<file path="src/sv/pes_pkg.sv">
package pes_pkg;

   localparam logic [1:0] STATUS_DATA     = 2'd0;
   localparam logic [1:0] STATUS_DONE     = 2'd1;
   localparam logic [1:0] STATUS_OVERFLOW = 2'd2;

   localparam logic [7:0] CHAR_PERCENT    = 8'h25;
   localparam logic [7:0] CHAR_NUL        = 8'h00;

   // bytes that must be left for the escape plus terminator before encoding
   localparam int unsigned HEADROOM       = 4;
   localparam int unsigned DST_CAP_WIDTH  = 16;
   localparam int unsigned RESULT_DEPTH   = 4;

   typedef struct packed {
      logic [7:0] out_byte;
      logic [1:0] status;
      logic       run_end;
   } result_type;

   function automatic logic is_unreserved(input logic [7:0] b);
      logic hit;
      hit = (b inside {[8'h30:8'h39], [8'h41:8'h5A], [8'h61:8'h7A],
                       8'h2D, 8'h2E, 8'h5F, 8'h7E});
      return hit;
   endfunction

   function automatic logic [7:0] hex_digit(input logic [3:0] v);
      logic [7:0] ch;
      if (v < 4'd10) begin
         ch = 8'h30 + {4'b0000, v};
      end else begin
         ch = 8'h37 + {4'b0000, v};
      end
      return ch;
   endfunction

endpackage

</file>
<file path="src/sv/percent_encoder_stream.sv">
// URI percent-encoder, one source byte per req beat, one encoded character per
// rsp beat. Letters, digits and - . _ ~ pass through as one beat; any other
// byte goes out as '%' plus two upper-case hex digits (three beats); the last
// byte of a good string adds a NUL beat with status done. When the output
// count plus 4 reaches csr capacity, a single overflow beat is sent and the
// rest of the string, up to its last byte, is swallowed without results.
// Timing: a req beat is encoded in the cycle it is taken and its results are
// loaded into a 4-entry result shift register that drains one rsp beat per
// cycle while rsp_ready is high. A new req beat is taken as soon as that
// register is empty or is giving up its final entry. An item yields one
// result for a pass-through byte, three for an escaped byte, plus one for a
// terminator, and none for a dropped byte. The first rsp beat of an item is
// valid in the cycle after its req beat is taken. No clearing pass after reset.
module percent_encoder_stream
   import pes_pkg::*;
#(
   parameter int unsigned COUNT_WIDTH = 16
) (
   input  logic                     clock,
   input  logic                     reset,
   input  logic                     req_valid,
   output logic                     req_ready,
   input  logic [7:0]               req_src_byte,
   input  logic                     req_last_byte,
   output logic                     rsp_valid,
   input  logic                     rsp_ready,
   output logic [7:0]               rsp_out_byte,
   output logic [1:0]               rsp_status,
   output logic                     rsp_run_end,
   input  logic                     csr_wr_en,
   input  logic [DST_CAP_WIDTH-1:0] csr_wr_data
);

   localparam int unsigned CMP_WIDTH =
      ((COUNT_WIDTH > DST_CAP_WIDTH) ? COUNT_WIDTH : DST_CAP_WIDTH) + 1;
   localparam int unsigned REM_WIDTH = $clog2(RESULT_DEPTH + 1);

   logic [DST_CAP_WIDTH-1:0] cap_ff,   cap_in;
   logic [COUNT_WIDTH-1:0]   count_ff, count_in;
   logic                     ovf_ff,   ovf_in;
   logic [REM_WIDTH-1:0]     rem_ff,   rem_in;
   result_type               res_ff [RESULT_DEPTH];
   result_type               res_in [RESULT_DEPTH];

   result_type               new_res [RESULT_DEPTH];
   logic [REM_WIDTH-1:0]     new_n;
   logic [COUNT_WIDTH-1:0]   new_count;
   logic                     new_ovf;
   logic                     cap_hit;
   logic [COUNT_WIDTH:0]     count_sum;
   logic [COUNT_WIDTH-1:0]   count_sat;
   logic                     unres;
   logic                     req_fire;
   logic                     rsp_fire;

   assign rsp_valid    = (rem_ff != '0);
   assign rsp_out_byte = res_ff[0].out_byte;
   assign rsp_status   = res_ff[0].status;
   assign rsp_run_end  = res_ff[0].run_end;
   assign rsp_fire     = rsp_valid && rsp_ready;
   // take the next beat once the buffer is empty or about to be
   assign req_ready    = (rem_ff == '0) || ((rem_ff == REM_WIDTH'(1)) && rsp_ready);
   assign req_fire     = req_valid && req_ready;

   assign cap_hit = (CMP_WIDTH'(count_ff) + CMP_WIDTH'(HEADROOM)) >= CMP_WIDTH'(cap_ff);
   assign unres   = is_unreserved(req_src_byte);

   always_comb begin
      count_sum = {1'b0, count_ff} + (unres ? (COUNT_WIDTH+1)'(1) : (COUNT_WIDTH+1)'(3));
      count_sat = count_sum[COUNT_WIDTH] ? '1 : count_sum[COUNT_WIDTH-1:0];
   end

   // encode the incoming beat into up to four results
   always_comb begin
      for (int i = 0; i < RESULT_DEPTH; i++) begin
         new_res[i] = '{out_byte: CHAR_NUL, status: STATUS_DATA, run_end: 1'b0};
      end
      new_n     = '0;
      new_count = count_ff;
      new_ovf   = ovf_ff;
      if (ovf_ff) begin
         if (req_last_byte) begin
            new_ovf   = 1'b0;
            new_count = '0;
         end
      end else if (cap_hit) begin
         new_res[0] = '{out_byte: CHAR_NUL, status: STATUS_OVERFLOW, run_end: 1'b1};
         new_n      = REM_WIDTH'(1);
         new_ovf    = !req_last_byte;
         if (req_last_byte) begin
            new_count = '0;
         end
      end else if (unres) begin
         new_res[0].out_byte = req_src_byte;
         new_count           = req_last_byte ? '0 : count_sat;
         if (req_last_byte) begin
            new_res[1] = '{out_byte: CHAR_NUL, status: STATUS_DONE, run_end: 1'b1};
            new_n      = REM_WIDTH'(2);
         end else begin
            new_res[0].run_end = 1'b1;
            new_n              = REM_WIDTH'(1);
         end
      end else begin
         new_res[0].out_byte = CHAR_PERCENT;
         new_res[1].out_byte = hex_digit(req_src_byte[7:4]);
         new_res[2].out_byte = hex_digit(req_src_byte[3:0]);
         new_count           = req_last_byte ? '0 : count_sat;
         if (req_last_byte) begin
            new_res[3] = '{out_byte: CHAR_NUL, status: STATUS_DONE, run_end: 1'b1};
            new_n      = REM_WIDTH'(4);
         end else begin
            new_res[2].run_end = 1'b1;
            new_n              = REM_WIDTH'(3);
         end
      end
   end

   always_comb begin
      cap_in   = csr_wr_en ? csr_wr_data : cap_ff;
      count_in = count_ff;
      ovf_in   = ovf_ff;
      rem_in   = rem_ff;
      res_in   = res_ff;
      if (rsp_fire) begin
         for (int i = 0; i < RESULT_DEPTH - 1; i++) begin
            res_in[i] = res_ff[i+1];
         end
         rem_in = rem_ff - REM_WIDTH'(1);
      end
      // only taken when the buffer is empty or drains this cycle, so a plain overwrite
      if (req_fire) begin
         res_in   = new_res;
         rem_in   = new_n;
         count_in = new_count;
         ovf_in   = new_ovf;
      end
   end

   always_ff @(posedge clock) begin
      if (reset) begin
         cap_ff   <= '1;
         count_ff <= '0;
         ovf_ff   <= 1'b0;
         rem_ff   <= '0;
      end else begin
         cap_ff   <= cap_in;
         count_ff <= count_in;
         ovf_ff   <= ovf_in;
         rem_ff   <= rem_in;
      end
   end

   always_ff @(posedge clock) begin
      res_ff <= res_in;
   end

endmodule

</file>
<file path="config.mk">
export PLATFORM = sky130hd
export DESIGN_NAME = percent_encoder_stream
export DESIGN_NICKNAME = d
export VERILOG_FILES = /design/src/sv/pes_pkg.sv /design/src/sv/percent_encoder_stream.sv
export SDC_FILE = /design/constraint.sdc
export NUM_CORES = 1
export LEC_CHECK = 0
export ABC_AREA = 1
export BUFFER_PORTS_ARGS = -buffer_cell sky130_fd_sc_hd__buf_2
export CAP_MARGIN = 40
export CORE_UTILIZATION = 46
export CTS_BUF_LIST = sky130_fd_sc_hd__clkbuf_4
export DETAILED_ROUTE_END_ITERATION = 12
export PLACE_DENSITY = 0.67
export SLEW_MARGIN = 10
export SYNTH_ARGS = -nofsm -noshare
export SYNTH_HDL_FRONTEND = slang
export SYNTH_SLANG_ARGS = --single-unit
</file>
<file path="constraint.sdc">
create_clock -name clock -period 2.7 [get_ports clock]
set_clock_uncertainty 0.05 [all_clocks]
set_input_delay 0 -clock clock [delete_from_list [all_inputs] [get_ports clock]]
set_output_delay 0 -clock clock [all_outputs]
set_load 0.03 [all_outputs]
</file>
==> reports/results.md <==
## Timing
• **normalized max-slew margin** 63.5%
• **number of hold-slack violations in the final timing report** 0
• **period utilisation layout** 104%
• **setup repair after global routing missed its margin** true
• **number of endpoints failing setup at the final stage** 24
• **achievable clock frequency** 358 MHz
• **smallest setup slack after layout** -0.0950 ns
• **Slew @ Worst Pin** 0.548 ns
• **number of pins with negative max-slew slack in the final report** 0
• **crit path time final** 2.80 ns

## Power and ir drop
• **LEAKAGE** 2.95 nW
• **PwrDens** 832 mW/mm²
• **Max IR drop VDD** 0.000714 V

## Logic synthesis
• **Synth async-reset ratio** 0%
• **Synthesis Warnings** 0
• **count of different cell masters after synthesis** 43
• **part of the Yosys area used for sequential elements** 36.3%
• **Syn Inst Count** 590
• **Mapped Area** 0.00444 mm²
• **synth top area cells** edfxtp_1 (20%), dfxtp_1 (17%), nand2_1 (10%), ha_1 (9.9%), inv_1 (6.8%)
• **share of the synthesized area in the top cell type** 19.6%
• **post-synthesis sequential element count** 66
• **post-synth net total** 656
• **EDFF count, synth** 29
• **synthesized area per cell** 7.53 µm²
• **dominant synthesized flop cell** dfxtp_1
• **most area-hungry cell type in the Yosys netlist** edfxtp_1

## Clock tree
• **cell chosen for the clock root** clkbuf_4
• **clock input transition at the sequential cells of the worst setup and hold paths** 0.13 ns
• **TritonCTS clock tree** yes
• **clock sink count** 66
• **buffer levels on the longest clock path** 2
• **number of buffers created by CTS** 9
• **# H-tree levels** 3
• **clock insertion delay at the later pin of the skew report** 0.44 ns

## Outcome
• **run status** complete, but fails checks
• **failing checks** negative setup slack

## Detailed routing
• **drt total wl** 12,300 µm
• **DR pass1 iterations** 5
• **DR WL/cell** 14.4 µm
• **via count normalized by instance count** 5.13
• **detailed-route DRC error count** 0
• **total via count after detailed routing** 4,388
• **remaining number of nets flagged by the antenna check after routing** 0
• **violation count after the first detailed-routing iteration** 236

## Finish
• **commonest non-fill, non-tap cell in the layout** nand2_1
• **final non-filler cell area** 0.00608 mm²
• **layout cells sized above 1** 27.0%
• **antenna fix cells** 0
• **commonest cells after routing, fill and taps aside** nand2_1 (109), inv_1 (78), nor2_1 (48), dlygate4sd3_1 (48), buf_4 (47)
• **utilization after layout** 65.5%
• **final layout net count** 788
• **area growth from synthesis to layout** 36.9%

## Global route
• **number of global-route vias before repair** 4,237
• **largest net degree at the start of global routing** 33
• **total congestion overflow** 0
• **number of antenna violations at the first check in global routing** 0
• **total routing resource utilization after global routing** 24.9%
• **wire length of the first global-routing pass** 19,600 µm

## Setup path
• **Worst EP arrival** 3.06 ns
• **most frequent CP cell** nor2_4
• **Data required, critical path** 2.97 ns
• **crit-path max FO** 5
• **startpoint class of the critical path** flip-flop
• **Critical Setup Path Class** flip-flop to flip-flop
• **crit-path cells** ha_4 -> nand3_4 -> nor2_4 -> nand2_2 -> nor2_4 -> xor2_2 -> ha_4 -> nand2_4 -> nor2_4 -> nand2_2 -> nor2_1 -> nor2_1 -> nand3_2 -> nand2_4 -> nand2_8 -> buf_12 -> nor2_4 -> nand3_2 -> nand2_1
• **Setup crit end kind** flip-flop
• **Critical Path Slowest Stage Cell** dfxtp_4
• **longest individual stage delay on the worst path** 0.39 ns

## Die
• **Chip Width** 100 µm
• **I/O pins** 43
• **FP Rows** 35
• **initial cell density of the core** 47.9%
• **floorplan core area** 0.00928 mm²
• **die area** 0.0101 mm²
• **overall die height** 100 µm

## Run
• **MaxCap Viol Count** 0

## Place
• **count of buffers from port buffering** 42
• **Routability Congestion** 0.888
• **Area after DPL** 0.00498 mm²
• **estimated wirelength of the detail-placed design** 7980 µm

## Min path
• **HP Class** input port to flip-flop

-- area by class of cell --
cell class,instances,area (µm²)
clock buffer,9,67.6
tap,129,161
multi-input combinational,415,2670
inverter,87,327
sequential,66,1620
clock inverter,7,100
fill,760,3200
timing repair buffer,143,1130
-- worst max-delay path: cells and delay by family (launching register included) --
family                     cells  cell delay, ns
xor gates and xnor gates       1            0.21
adders and majority gates      2            0.39
buffers and inverters          1            0.14
DFF                            1            0.39
and+or+nand+nor               15            1.51
-- state kept, by name, indices dropped and copies added (netlist names) --
signal	cells
cap_ff	16
rsp_status	2
rsp_out_byte	8
ovf_ff	1
count_ff	16
rsp_run_end	1
res_ff	19
rem_ff	3
-- synth_stat cells, drive strengths merged, types with 3 or more instances --
master / n
a21o: 3
ha: 35
o211ai: 3
nor3: 9
edfxtp: 29
o21ai: 43
nor2: 62
clkbuf: 6
xor2: 21
dfxtp: 37
nand2: 130
inv: 86
buf: 18
nand4: 10
a21oi: 41
nand3: 44
-- routing by layer --
layer / vias to the layer above / track usage [%] / wire, µm
li1: 2170 / - / -
met1: 2009 / 31.6 / 5390
met2: 169 / 41.4 / 5760
met3: 40 / 4.94 / 805
met4: 0 / 10.0 / 387
met5: - / 0 / 0
-- path summary, 6_finish.rpt --
check                                       end        start  depth (start not counted)  slack [ns]
worst min register to register       cap_ff[13]   cap_ff[13]                          2        0.46
worst max register to register  rsp_out_byte[6]  count_ff[3]                         19        -0.1
worst max-delay path            rsp_out_byte[6]  count_ff[3]                         19        -0.1
worst min-delay path                 cap_ff[12]        reset                          3       0.007
-- cells by family (layout without fill, tap and decap cells) --
group | after synthesis | in the layout | synth area share [%]
AND/OR/NAND/NOR | 259 | 261 | 26.4
flip-flops | 66 | 66 | 36.3
buffers and inverters | 111 | 246 | 10.9
AO/OA/AOI/OAI | 94 | 94 | 11.5
adder cells (fa/ha/maj) | 36 | 36 | 10.3
other | 1 | 1 | 0.0844
XOR/XNOR | 23 | 23 | 4.53
-- power by group --
part | internal [mW] | total [mW] | switching [mW]
Combinational | 0.939 | 2.56 | 1.62
Sequential | 1.51 | 1.70 | 0.187
Clock | 0.383 | 0.797 | 0.414
-- timing repair --
| item | CTS | global route |
|---|---|---|
| hold buffers | 48 | 0 |
| resized for setup | 29 | 43 |
| endpoints found under the setup margin | 46 | 47 |
| hold endpoints to repair | 28 | 0 |
| setup buffers | 8 | 6 |
| cloned | 1 | 1 |
| pin swaps | 21 | 24 |
-- metrics by stage --
stage               power (mW)  hold slack [ns]  cells  worst slack (ns)  setup TNS [ns]
floorplan                 3.31           0.0723    590            0.0462               0
global placement          3.85            0.160    776           -0.0398          -0.249
detailed placement        3.90            0.169    776            -0.180           -4.62
CTS                       4.86          0.00132    849           -0.0261          -0.115
global route              5.41           0.0305    856            -0.178           -4.87
finish                    5.06          0.00749    856           -0.0950          -0.795
Note: power is estimated with default switching activity, not from simulation.
